<file path="config.mk">
export PLATFORM = sky130hd
export DESIGN_NAME = sha256_byte_stream_hasher_flat
export DESIGN_NICKNAME = d
export VERILOG_FILES = /design/src/hw/rtl/sha_pkg.sv /design/src/hw/rtl/sha_stream_if.sv /design/src/hw/rtl/sha_round.sv /design/src/hw/rtl/sha256_byte_stream_hasher.sv /design/src/flat_wrapper.sv
export VERILOG_INCLUDE_DIRS = /design/src /design/src/hw/rtl
export SDC_FILE = /design/constraint.sdc
export NUM_CORES = 2
export LEC_CHECK = 0
export BUFFER_PORTS_ARGS = -buffer_cell sky130_fd_sc_hd__buf_4
export CAP_MARGIN = 5
export CORE_ASPECT_RATIO = 0.7
export CORE_UTILIZATION = 61
export DETAILED_ROUTE_END_ITERATION = 10
export PLACE_DENSITY = 0.83
export SYNTH_ARGS = -nofsm -noshare
export SYNTH_HDL_FRONTEND = slang
export SYNTH_HIERARCHICAL = 1
export SYNTH_SLANG_ARGS = --single-unit
</file>
<file path="constraint.sdc">
create_clock -name clk -period 12.12 [get_ports clk]
set_input_delay 0 -clock clk [delete_from_list [all_inputs] [get_ports clk]]
set_output_delay 0 -clock clk [all_outputs]
set_load 0.02 [all_outputs]
</file>
<file path="src/hw/rtl/assert_macros.svh">
// ----------------------------------------------------------------------------
// assertion macros for the rtl, used by sha256_byte_stream_hasher
// ----------------------------------------------------------------------------
`ifndef ASSERT_MACROS_SVH
`define ASSERT_MACROS_SVH
`ifndef SYNTHESIS
// property checked at every rising edge, off while reset is asserted
`define SHA_ASSERT(lbl, clk, rst_n, prop) \
	lbl: assert property (@(posedge clk) disable iff (!rst_n) (prop)) \
		else $error("%m: assertion failed");
// property checked at every rising edge, reset included
`define SHA_ASSERT_ALWAYS(lbl, clk, prop) \
	lbl: assert property (@(posedge clk) (prop)) \
		else $error("%m: assertion failed");
`else
`define SHA_ASSERT(lbl, clk, rst_n, prop)
`define SHA_ASSERT_ALWAYS(lbl, clk, prop)
`endif
`endif

</file>
<file path="src/hw/rtl/sha_pkg.sv">
`timescale 1ns / 1ps
// ----------------------------------------------------------------------------
// sha_pkg
// Types, constants and round functions of the SHA-256 byte stream hasher.
// ----------------------------------------------------------------------------
package sha_pkg;

	typedef logic [31:0] word_t;
	// eight words, index 0 is a (or H0), index 7 is h (or H7)
	typedef logic [7:0][31:0] hash_t;

	typedef enum logic [2:0] {
		ST_IDLE,
		ST_PAD_ONE,
		ST_PAD_ZERO,
		ST_PAD_LEN,
		ST_LOAD,
		ST_ROUND,
		ST_FINAL,
		ST_DIGEST
	} state_t;

	localparam logic [7:0] PAD_MARK = 8'h80;
	localparam logic [5:0] LEN_POS = 6'd56;
	localparam logic [5:0] BLOCK_LAST = 6'd63;
	localparam logic [5:0] ROUND_LAST = 6'd63;
	localparam logic [5:0] PRELOAD_LAST = 6'd15;
	localparam logic [2:0] WORD_LAST = 3'd7;

	localparam word_t HASH_INIT [8] = '{
		32'h6a09e667, 32'hbb67ae85, 32'h3c6ef372, 32'ha54ff53a,
		32'h510e527f, 32'h9b05688c, 32'h1f83d9ab, 32'h5be0cd19
	};

	localparam word_t ROUND_K [64] = '{
		32'h428a2f98, 32'h71374491, 32'hb5c0fbcf, 32'he9b5dba5,
		32'h3956c25b, 32'h59f111f1, 32'h923f82a4, 32'hab1c5ed5,
		32'hd807aa98, 32'h12835b01, 32'h243185be, 32'h550c7dc3,
		32'h72be5d74, 32'h80deb1fe, 32'h9bdc06a7, 32'hc19bf174,
		32'he49b69c1, 32'hefbe4786, 32'h0fc19dc6, 32'h240ca1cc,
		32'h2de92c6f, 32'h4a7484aa, 32'h5cb0a9dc, 32'h76f988da,
		32'h983e5152, 32'ha831c66d, 32'hb00327c8, 32'hbf597fc7,
		32'hc6e00bf3, 32'hd5a79147, 32'h06ca6351, 32'h14292967,
		32'h27b70a85, 32'h2e1b2138, 32'h4d2c6dfc, 32'h53380d13,
		32'h650a7354, 32'h766a0abb, 32'h81c2c92e, 32'h92722c85,
		32'ha2bfe8a1, 32'ha81a664b, 32'hc24b8b70, 32'hc76c51a3,
		32'hd192e819, 32'hd6990624, 32'hf40e3585, 32'h106aa070,
		32'h19a4c116, 32'h1e376c08, 32'h2748774c, 32'h34b0bcb5,
		32'h391c0cb3, 32'h4ed8aa4a, 32'h5b9cca4f, 32'h682e6ff3,
		32'h748f82ee, 32'h78a5636f, 32'h84c87814, 32'h8cc70208,
		32'h90befffa, 32'ha4506ceb, 32'hbef9a3f7, 32'hc67178f2
	};

	function automatic word_t rotr(word_t x, int unsigned n);
		return (x >> n) | (x << (32 - n));
	endfunction

	function automatic word_t big_sigma0(word_t x);
		return rotr(x, 2) ^ rotr(x, 13) ^ rotr(x, 22);
	endfunction

	function automatic word_t big_sigma1(word_t x);
		return rotr(x, 6) ^ rotr(x, 11) ^ rotr(x, 25);
	endfunction

	function automatic word_t small_sigma0(word_t x);
		return rotr(x, 7) ^ rotr(x, 18) ^ (x >> 3);
	endfunction

	function automatic word_t small_sigma1(word_t x);
		return rotr(x, 17) ^ rotr(x, 19) ^ (x >> 10);
	endfunction

	function automatic word_t choose(word_t e, word_t f, word_t g);
		return (e & f) ^ (~e & g);
	endfunction

	function automatic word_t majority(word_t a, word_t b, word_t c);
		return (a & b) ^ (a & c) ^ (b & c);
	endfunction

endpackage

</file>
<file path="src/hw/rtl/sha_stream_if.sv">
`timescale 1ns / 1ps
// ----------------------------------------------------------------------------
// sha stream interfaces
// Valid/ready channels for message bytes in and digest words out.
// ----------------------------------------------------------------------------
interface sha_byte_if;
	logic       valid;
	logic       ready;
	logic [7:0] data_byte;
	logic       byte_present;
	logic       end_of_message;

	modport source (output valid, data_byte, byte_present, end_of_message, input ready);
	modport sink (input valid, data_byte, byte_present, end_of_message, output ready);
endinterface

interface sha_digest_if;
	logic        valid;
	logic        ready;
	logic [31:0] digest_word;
	logic [2:0]  word_index;
	logic        last_word;

	modport source (output valid, digest_word, word_index, last_word, input ready);
	modport sink (input valid, digest_word, word_index, last_word, output ready);
endinterface

</file>
<file path="src/hw/rtl/sha_round.sv">
`timescale 1ns / 1ps
// ----------------------------------------------------------------------------
// sha_round
// One SHA-256 compression round on the working variables a..h.
// ----------------------------------------------------------------------------
module sha_round (
	input  sha_pkg::hash_t cur,
	input  sha_pkg::word_t kw,
	output sha_pkg::hash_t nxt
);
	import sha_pkg::*;

	word_t t1;
	word_t t2;

	// kw already holds round constant plus schedule word
	assign t1 = cur[7] + big_sigma1(cur[4]) + choose(cur[4], cur[5], cur[6]) + kw;
	assign t2 = big_sigma0(cur[0]) + majority(cur[0], cur[1], cur[2]);

	// rotate the variables, new a and new e
	assign nxt[0] = t1 + t2;
	assign nxt[1] = cur[0];
	assign nxt[2] = cur[1];
	assign nxt[3] = cur[2];
	assign nxt[4] = cur[3] + t1;
	assign nxt[5] = cur[4];
	assign nxt[6] = cur[5];
	assign nxt[7] = cur[6];

endmodule

</file>
<file path="src/hw/rtl/sha256_byte_stream_hasher.sv">
`timescale 1ns / 1ps
`include "assert_macros.svh"
// ----------------------------------------------------------------------------
// sha256_byte_stream_hasher
// SHA-256 over a byte stream, one shared round unit under a small sequencer.
//
//   channel     dir  payload                                   transfer
//   byte_ch     in   data_byte, byte_present, end_of_message   valid & ready
//   digest_ch   out  digest_word, word_index, last_word        valid & ready
//
// A byte item is taken while the block is idle. The item that fills a block
// holds the input off through a load step, 64 rounds of the round unit and
// a hash update step. An end item pads one byte per cycle up to the
// next block end (plus a second block when the length does not fit), runs
// the compression per block, then offers the eight digest words, one per
// transfer, with the input held off until the last one is taken.
// Reset leaves the block idle with the initial hash values loaded.
// ----------------------------------------------------------------------------
module sha256_byte_stream_hasher (
	input logic         clk,
	input logic         arst_n,
	sha_byte_if.sink    byte_ch,
	sha_digest_if.source digest_ch
);
	import sha_pkg::*;

	state_t      state_q;
	state_t      state_d;
	state_t      ret_q;
	state_t      ret_d;
	logic [5:0]  blk_q;
	logic [60:0] msg_q;
	logic [5:0]  rnd_q;
	logic [2:0]  idx_q;
	hash_t       hash_q;
	hash_t       work_q;
	hash_t       work_nxt;
	logic [511:0] sched_q;
	word_t       kw_q;

	logic        in_xfer;
	logic        out_xfer;
	logic        shift_en;
	logic [7:0]  shift_byte;
	logic        gen_en;
	logic [5:0]  gen_idx;
	word_t       w_new;
	logic [63:0] len_bits;
	logic [63:0] len_sh;

	assign in_xfer = byte_ch.valid && byte_ch.ready;
	assign out_xfer = digest_ch.valid && digest_ch.ready;

	// length field byte for the current pad position
	assign len_bits = {msg_q, 3'b000};
	assign len_sh = len_bits >> {WORD_LAST - blk_q[2:0], 3'b000};

	// next state
	always_comb begin
		state_d = state_q;
		ret_d = ret_q;
		unique case (state_q)
			ST_IDLE: begin
				if (in_xfer) begin
					if (byte_ch.byte_present && blk_q == BLOCK_LAST) begin
						state_d = ST_LOAD;
						ret_d = byte_ch.end_of_message ? ST_PAD_ONE : ST_IDLE;
					end else if (byte_ch.end_of_message) begin
						state_d = ST_PAD_ONE;
					end
				end
			end
			ST_PAD_ONE: begin
				if (blk_q == BLOCK_LAST) begin
					state_d = ST_LOAD;
					ret_d = ST_PAD_ZERO;
				end else begin
					state_d = ST_PAD_ZERO;
				end
			end
			ST_PAD_ZERO: begin
				if (blk_q == LEN_POS) begin
					state_d = ST_PAD_LEN;
				end else if (blk_q == BLOCK_LAST) begin
					state_d = ST_LOAD;
					ret_d = ST_PAD_ZERO;
				end
			end
			ST_PAD_LEN: begin
				if (blk_q == BLOCK_LAST) begin
					state_d = ST_LOAD;
					ret_d = ST_DIGEST;
				end
			end
			ST_LOAD: state_d = ST_ROUND;
			ST_ROUND: begin
				if (rnd_q == ROUND_LAST) state_d = ST_FINAL;
			end
			ST_FINAL: state_d = ret_q;
			ST_DIGEST: begin
				if (out_xfer && idx_q == WORD_LAST) state_d = ST_IDLE;
			end
			default: state_d = ST_IDLE;
		endcase
	end

	// handshake and datapath controls
	always_comb begin
		byte_ch.ready = 1'b0;
		digest_ch.valid = 1'b0;
		shift_en = 1'b0;
		shift_byte = byte_ch.data_byte;
		gen_en = 1'b0;
		unique case (state_q)
			ST_IDLE: begin
				byte_ch.ready = 1'b1;
				shift_en = in_xfer && byte_ch.byte_present;
			end
			ST_PAD_ONE: begin
				shift_en = 1'b1;
				shift_byte = PAD_MARK;
			end
			ST_PAD_ZERO: begin
				shift_en = (blk_q != LEN_POS);
				shift_byte = 8'h00;
			end
			ST_PAD_LEN: begin
				shift_en = 1'b1;
				shift_byte = len_sh[7:0];
			end
			ST_LOAD: gen_en = 1'b1;
			ST_ROUND: gen_en = (rnd_q != ROUND_LAST);
			ST_FINAL: ;
			ST_DIGEST: digest_ch.valid = 1'b1;
			default: ;
		endcase
	end

	// schedule step: block words first, then the recurrence over the taps
	assign gen_idx = (state_q == ST_LOAD) ? 6'd0 : rnd_q + 6'd1;
	always_comb begin
		if (state_q == ST_LOAD || rnd_q < PRELOAD_LAST) begin
			w_new = sched_q[511:480];
		end else begin
			w_new = sched_q[511:480] + small_sigma0(sched_q[479:448])
				+ sched_q[223:192] + small_sigma1(sched_q[63:32]);
		end
	end

	sha_round u_round (
		.cur (work_q),
		.kw  (kw_q),
		.nxt (work_nxt)
	);

	// sequencer state and counters
	always_ff @(posedge clk or negedge arst_n) begin
		if (!arst_n) begin
			state_q <= ST_IDLE;
			ret_q <= ST_IDLE;
			blk_q <= '0;
			msg_q <= '0;
			rnd_q <= '0;
			idx_q <= '0;
			for (int i = 0; i < 8; i++) hash_q[i] <= HASH_INIT[i];
		end else begin
			state_q <= state_d;
			ret_q <= ret_d;
			if (shift_en) blk_q <= blk_q + 6'd1;
			if (state_q == ST_IDLE && in_xfer && byte_ch.byte_present) begin
				msg_q <= msg_q + 61'd1;
			end
			if (state_q == ST_LOAD) begin
				rnd_q <= '0;
			end else if (state_q == ST_ROUND) begin
				rnd_q <= rnd_q + 6'd1;
			end
			// fold the working variables into the hash
			if (state_q == ST_FINAL) begin
				for (int i = 0; i < 8; i++) hash_q[i] <= hash_q[i] + work_q[i];
			end
			// digest words out, then restart the message
			if (out_xfer) begin
				idx_q <= idx_q + 3'd1;
				if (idx_q == WORD_LAST) begin
					msg_q <= '0;
					for (int i = 0; i < 8; i++) hash_q[i] <= HASH_INIT[i];
				end
			end
		end
	end

	// block bytes, message schedule and working variables
	always_ff @(posedge clk) begin
		if (shift_en) begin
			sched_q <= {sched_q[503:0], shift_byte};
		end else if (gen_en) begin
			sched_q <= {sched_q[479:0], w_new};
			kw_q <= w_new + ROUND_K[gen_idx];
		end
		if (state_q == ST_LOAD) begin
			work_q <= hash_q;
		end else if (state_q == ST_ROUND) begin
			work_q <= work_nxt;
		end
	end

	// digest output
	assign digest_ch.digest_word = hash_q[idx_q];
	assign digest_ch.word_index = idx_q;
	assign digest_ch.last_word = (idx_q == WORD_LAST);

	// checks
	`SHA_ASSERT_ALWAYS(a_no_overlap, clk, !(byte_ch.ready && digest_ch.valid))
	`SHA_ASSERT(a_idle_after_last, clk, arst_n, (out_xfer && digest_ch.last_word) |=> byte_ch.ready)
	`SHA_ASSERT(a_word_order, clk, arst_n, (out_xfer && !digest_ch.last_word) |=> (digest_ch.valid && digest_ch.word_index == $past(digest_ch.word_index) + 3'd1))
	`SHA_ASSERT(a_count_match, clk, arst_n, (state_q == ST_IDLE) |-> (blk_q == msg_q[5:0]))

endmodule
</file>
<file path="src/flat_wrapper.sv">
// flat-port wrapper written by rule: the top's interface ports become plain ports
module sha256_byte_stream_hasher_flat import sha_pkg::*;
  (clk, arst_n, byte_ch_valid, byte_ch_data_byte, byte_ch_byte_present, byte_ch_end_of_message, byte_ch_ready, digest_ch_valid, digest_ch_digest_word, digest_ch_word_index, digest_ch_last_word, digest_ch_ready);
  sha_byte_if byte_ch_i ();
  sha_digest_if digest_ch_i ();
  input logic clk;
  input logic arst_n;
  input wire logic [$bits(byte_ch_i.valid)-1:0] byte_ch_valid;
  input wire logic [$bits(byte_ch_i.data_byte)-1:0] byte_ch_data_byte;
  input wire logic [$bits(byte_ch_i.byte_present)-1:0] byte_ch_byte_present;
  input wire logic [$bits(byte_ch_i.end_of_message)-1:0] byte_ch_end_of_message;
  output wire logic [$bits(byte_ch_i.ready)-1:0] byte_ch_ready;
  output wire logic [$bits(digest_ch_i.valid)-1:0] digest_ch_valid;
  output wire logic [$bits(digest_ch_i.digest_word)-1:0] digest_ch_digest_word;
  output wire logic [$bits(digest_ch_i.word_index)-1:0] digest_ch_word_index;
  output wire logic [$bits(digest_ch_i.last_word)-1:0] digest_ch_last_word;
  input wire logic [$bits(digest_ch_i.ready)-1:0] digest_ch_ready;
  assign byte_ch_i.valid = byte_ch_valid;
  assign byte_ch_i.data_byte = byte_ch_data_byte;
  assign byte_ch_i.byte_present = byte_ch_byte_present;
  assign byte_ch_i.end_of_message = byte_ch_end_of_message;
  assign byte_ch_ready = byte_ch_i.ready;
  assign digest_ch_valid = digest_ch_i.valid;
  assign digest_ch_digest_word = digest_ch_i.digest_word;
  assign digest_ch_word_index = digest_ch_i.word_index;
  assign digest_ch_last_word = digest_ch_i.last_word;
  assign digest_ch_i.ready = digest_ch_ready;
  sha256_byte_stream_hasher u_core (.clk(clk), .arst_n(arst_n), .byte_ch(byte_ch_i), .digest_ch(digest_ch_i));
endmodule
</file>
==> impl_metrics.env <==
export IMPL_outcome="complete, no violations"
export IMPL_rsz0062_at_grt="false"
export IMPL_nets=9124
export IMPL_cts_resized_gates=0
export IMPL_place_hpwl_mm=183.7
export IMPL_min_period_ns=8.247
export IMPL_grt_pass1_wl_mm=381.2
export IMPL_ys_flop_type="edfxtp_1"
export IMPL_drc=0
export IMPL_final_max_slew_violation_count=0
export IMPL_antenna_found_initial=8
export IMPL_h_tree_depth=3
export IMPL_clkTransAtPathRegs_ns=0.06
export IMPL_min_delay_path_depth=4
export IMPL_cts_sinks=1138
export IMPL_routabilityCongestion=1.027
export IMPL_io_pins=52
export IMPL_core_sq_um=129400
export IMPL_dr_pass1_iters=8
export IMPL_synth_edff_count=800
export IMPL_skew_ns=0.05744
export IMPL_drtAntennaViolNets=0
export IMPL_drive_above_1_share_pct=7.544
export IMPL_drt_initial_drc_count=9646
export IMPL_hold_viol=0
export IMPL_synth_distinct_cells=102
export IMPL_clk_latency_ns=0.80
export IMPL_yosys_area_top_type="edfxtp_1"
export IMPL_synth_seq_cells=1138
export IMPL_worstReg2RegEnd="u_core/kw_q[31]$_DFFE_PP_"
export IMPL_synthesis_nets=9488
export IMPL_hold_slack_ns=0.1856
export IMPL_r2r_slack_ns=3.87
export IMPL_layout_commonest_cell="nand2_1"
export IMPL_slew_headroom_pct=8.522
export IMPL_wl_mm=254.7
export IMPL_rr_worst_depth=23
export IMPL_syn_inst=8884
export IMPL_fillCellCount=10440
export IMPL_post_cts_setup_buffers=0
export IMPL_max_clock_freq_mhz=121.3
export IMPL_fp_dieH_um=305.2
export IMPL_start_util_pct=61.90
export IMPL_post_synth_cell_area_avg_sq_um=9.015
export IMPL_min_path_type="in -> reg"
export IMPL_port_buffers=51
export IMPL_diodes=0
export IMPL_cp_data_required_time_ns=12.65
export IMPL_rr_startpoint="u_core/state_q[0]$_DFFE_PN0P_"
export IMPL_hold_start="digest_ch_ready"
export IMPL_final_cell_mix="nand2_1, edfxtp_1, a21oi_1"
export IMPL_yosysWarnings=6
export IMPL_path_max_fanout=62
export IMPL_seq_area_frac_synth_pct=40.77
export IMPL_async_flop_share_pct=29.70
export IMPL_viasPerCell=6.357
export IMPL_synthTopCellsByArea="edfxtp_1, nand2_1, ha_1"
export IMPL_track_usage_pct=37.66
export IMPL_cts_tree="built"
export IMPL_placementRows=110
export IMPL_critical_path_class="reg -> reg"
export IMPL_crit_path_end_kind="register"
export IMPL_synth_top_cell_area_share_pct=30.00
export IMPL_cts_inserted_buffers=112
export IMPL_area_delta_synth_final_pct=5.345
export IMPL_grt_pass1_vias=60990
export IMPL_setup_viol=0
export IMPL_critPathLaunchType="register"
export IMPL_wire_per_inst_um=24.60
export IMPL_holdPathEnd="u_core/digest_ch.word_index[0]$_DFFE_PN0P_"
export IMPL_post_route_period_util_pct=68.05
export IMPL_vias=65810
export IMPL_cts_root_buffer="clkbuf_16"
export IMPL_cts_max_path_buffers=3
export IMPL_synthesis_area_sq_um=80090
export IMPL_gr_total_overflow=0
export IMPL_grt_max_degree=247
export IMPL_finalSetupTns_ns=0
export IMPL_worst_slew_pin_slew_ns=1.358
export IMPL_max_cap_violations=0
export IMPL_die_area_sq_um=132800
export IMPL_hold_buffers=17
export IMPL_critical_path_arrival_ns=8.77
export IMPL_die_w_um=435.1
layout make-up:
cell class                      instances  area (sq um)  share of cell area [%]
Tap cell                             1736          2172                   2.575
Timing Repair Buffer                  146          1276                   1.513
Inverter                              429          1618                   1.918
Clock inverter                         54         626.9                  0.7430
Multi-Input combinational cell       6693         42830                   50.77
Clock buffer                          156          3183                   3.773
Sequential cell                      1138         32660                   38.71
registers in the layout, indices dropped and copies added, names as in the netlist, 6 cells and up:
| register | flops |
|---|---|
| u_core/sched_q | 512 |
| u_core/hash_q | 256 |
| u_core/work_q | 256 |
| u_core/msg_q | 61 |
| u_core/kw_q | 32 |
| u_core/blk_q | 6 |
| u_core/rnd_q | 6 |
cells by family (layout without fill, tap and decap cells):
| family | after synthesis | in the layout | synth area share (%) |
|---|---|---|---|
| xor+xnor | 656 | 656 | 7.209 |
| buf+inv | 1053 | 785 | 5.849 |
| mux | 177 | 177 | 3.517 |
| compound gates | 1744 | 1744 | 13.78 |
| simple gates | 3522 | 3522 | 18.05 |
| fa+ha+maj | 594 | 594 | 10.82 |
| flops | 1138 | 1138 | 40.77 |
worst max path at each step:
stage,start,slack (ns),end,cells past startpoint
floorplan,u_core/rnd_q[0]$_DFFE_PN0P_,2.49,u_core/sched_q[0]$_DFFE_PP_,5
global placement,u_core/state_q[0]$_DFFE_PN0P_,4.18,u_core/kw_q[31]$_DFFE_PP_,23
detailed placement,u_core/state_q[0]$_DFFE_PN0P_,4.08,u_core/kw_q[31]$_DFFE_PP_,23
CTS,u_core/state_q[0]$_DFFE_PN0P_,4.11,u_core/kw_q[31]$_DFFE_PP_,23
global route,u_core/state_q[0]$_DFFE_PN0P_,3.38,u_core/kw_q[26]$_DFFE_PP_,24
finish,u_core/state_q[0]$_DFFE_PN0P_,3.87,u_core/kw_q[31]$_DFFE_PP_,23
cell usage after synthesis, types with 41 or more instances:
| cell type | n |
|---|---|
| mux4_2 | 77 |
| nor3_1 | 80 |
| xor2_1 | 267 |
| nor2b_1 | 42 |
| a31oi_1 | 45 |
| ha_1 | 424 |
| fa_1 | 166 |
| and3_1 | 41 |
| nor2_1 | 397 |
| nand2_1 | 2583 |
| a21o_1 | 235 |
| clkbuf_1 | 396 |
| o211ai_1 | 114 |
| dfstp_2 | 136 |
| dfrtp_1 | 202 |
| xnor2_1 | 387 |
| nand2b_1 | 60 |
| o21bai_1 | 54 |
| nand3_1 | 132 |
| o21ai_0 | 420 |
| o21a_1 | 58 |
| inv_1 | 429 |
| edfxtp_1 | 800 |
| buf_4 | 193 |
| mux2_2 | 64 |
| a211oi_1 | 62 |
| a21oi_1 | 505 |
metrics by stage:
stage | setup slack, ns | std cells | instance area (sq um) | util (%)
detailed placement | 4.081 | 10120 | 80360 | 62.12
global route | 3.377 | 10350 | 84370 | 65.21
finish | 3.873 | 10350 | 84370 | 65.21
CTS | 4.115 | 10350 | 84360 | 65.21
floorplan | 2.489 | 8884 | 80090 | -
global placement | 4.182 | 10120 | 80360 | 62.12
per-layer routing:
| layer | global-route usage [%] | wire (um) |
|---|---|---|
| met3 | 15.65 | 38790 |
| met2 | 48.05 | 98200 |
| met4 | 8.009 | 5484 |
| met1 | 58.40 | 112200 |
| met5 | 0 | 41 |
worst max-delay path, stage by stage (launching register included):
cell,delay (ns)
dfrtp_1,0.75
nor2_1,0.33
nand2_4,0.64
nand2_1,0.64
inv_1,0.52
ha_1,0.86
and3_1,0.33
nor3_1,0.07
a211oi_1,0.44
a211oi_1,0.10
a31oi_1,0.20
ha_1,0.25
a21o_1,0.15
a21oi_1,0.10
o21bai_1,0.14
a21oi_1,0.14
o21ai_0,0.75
nand3_1,0.30
a31oi_1,0.35
o21ai_0,0.21
o21a_1,0.26
o211ai_1,0.17
o21ai_0,0.13
xor2_1,0.15
Power is not shown: default switching activity piles up to over one toggle a cycle in this logic, so the estimate is an artifact.
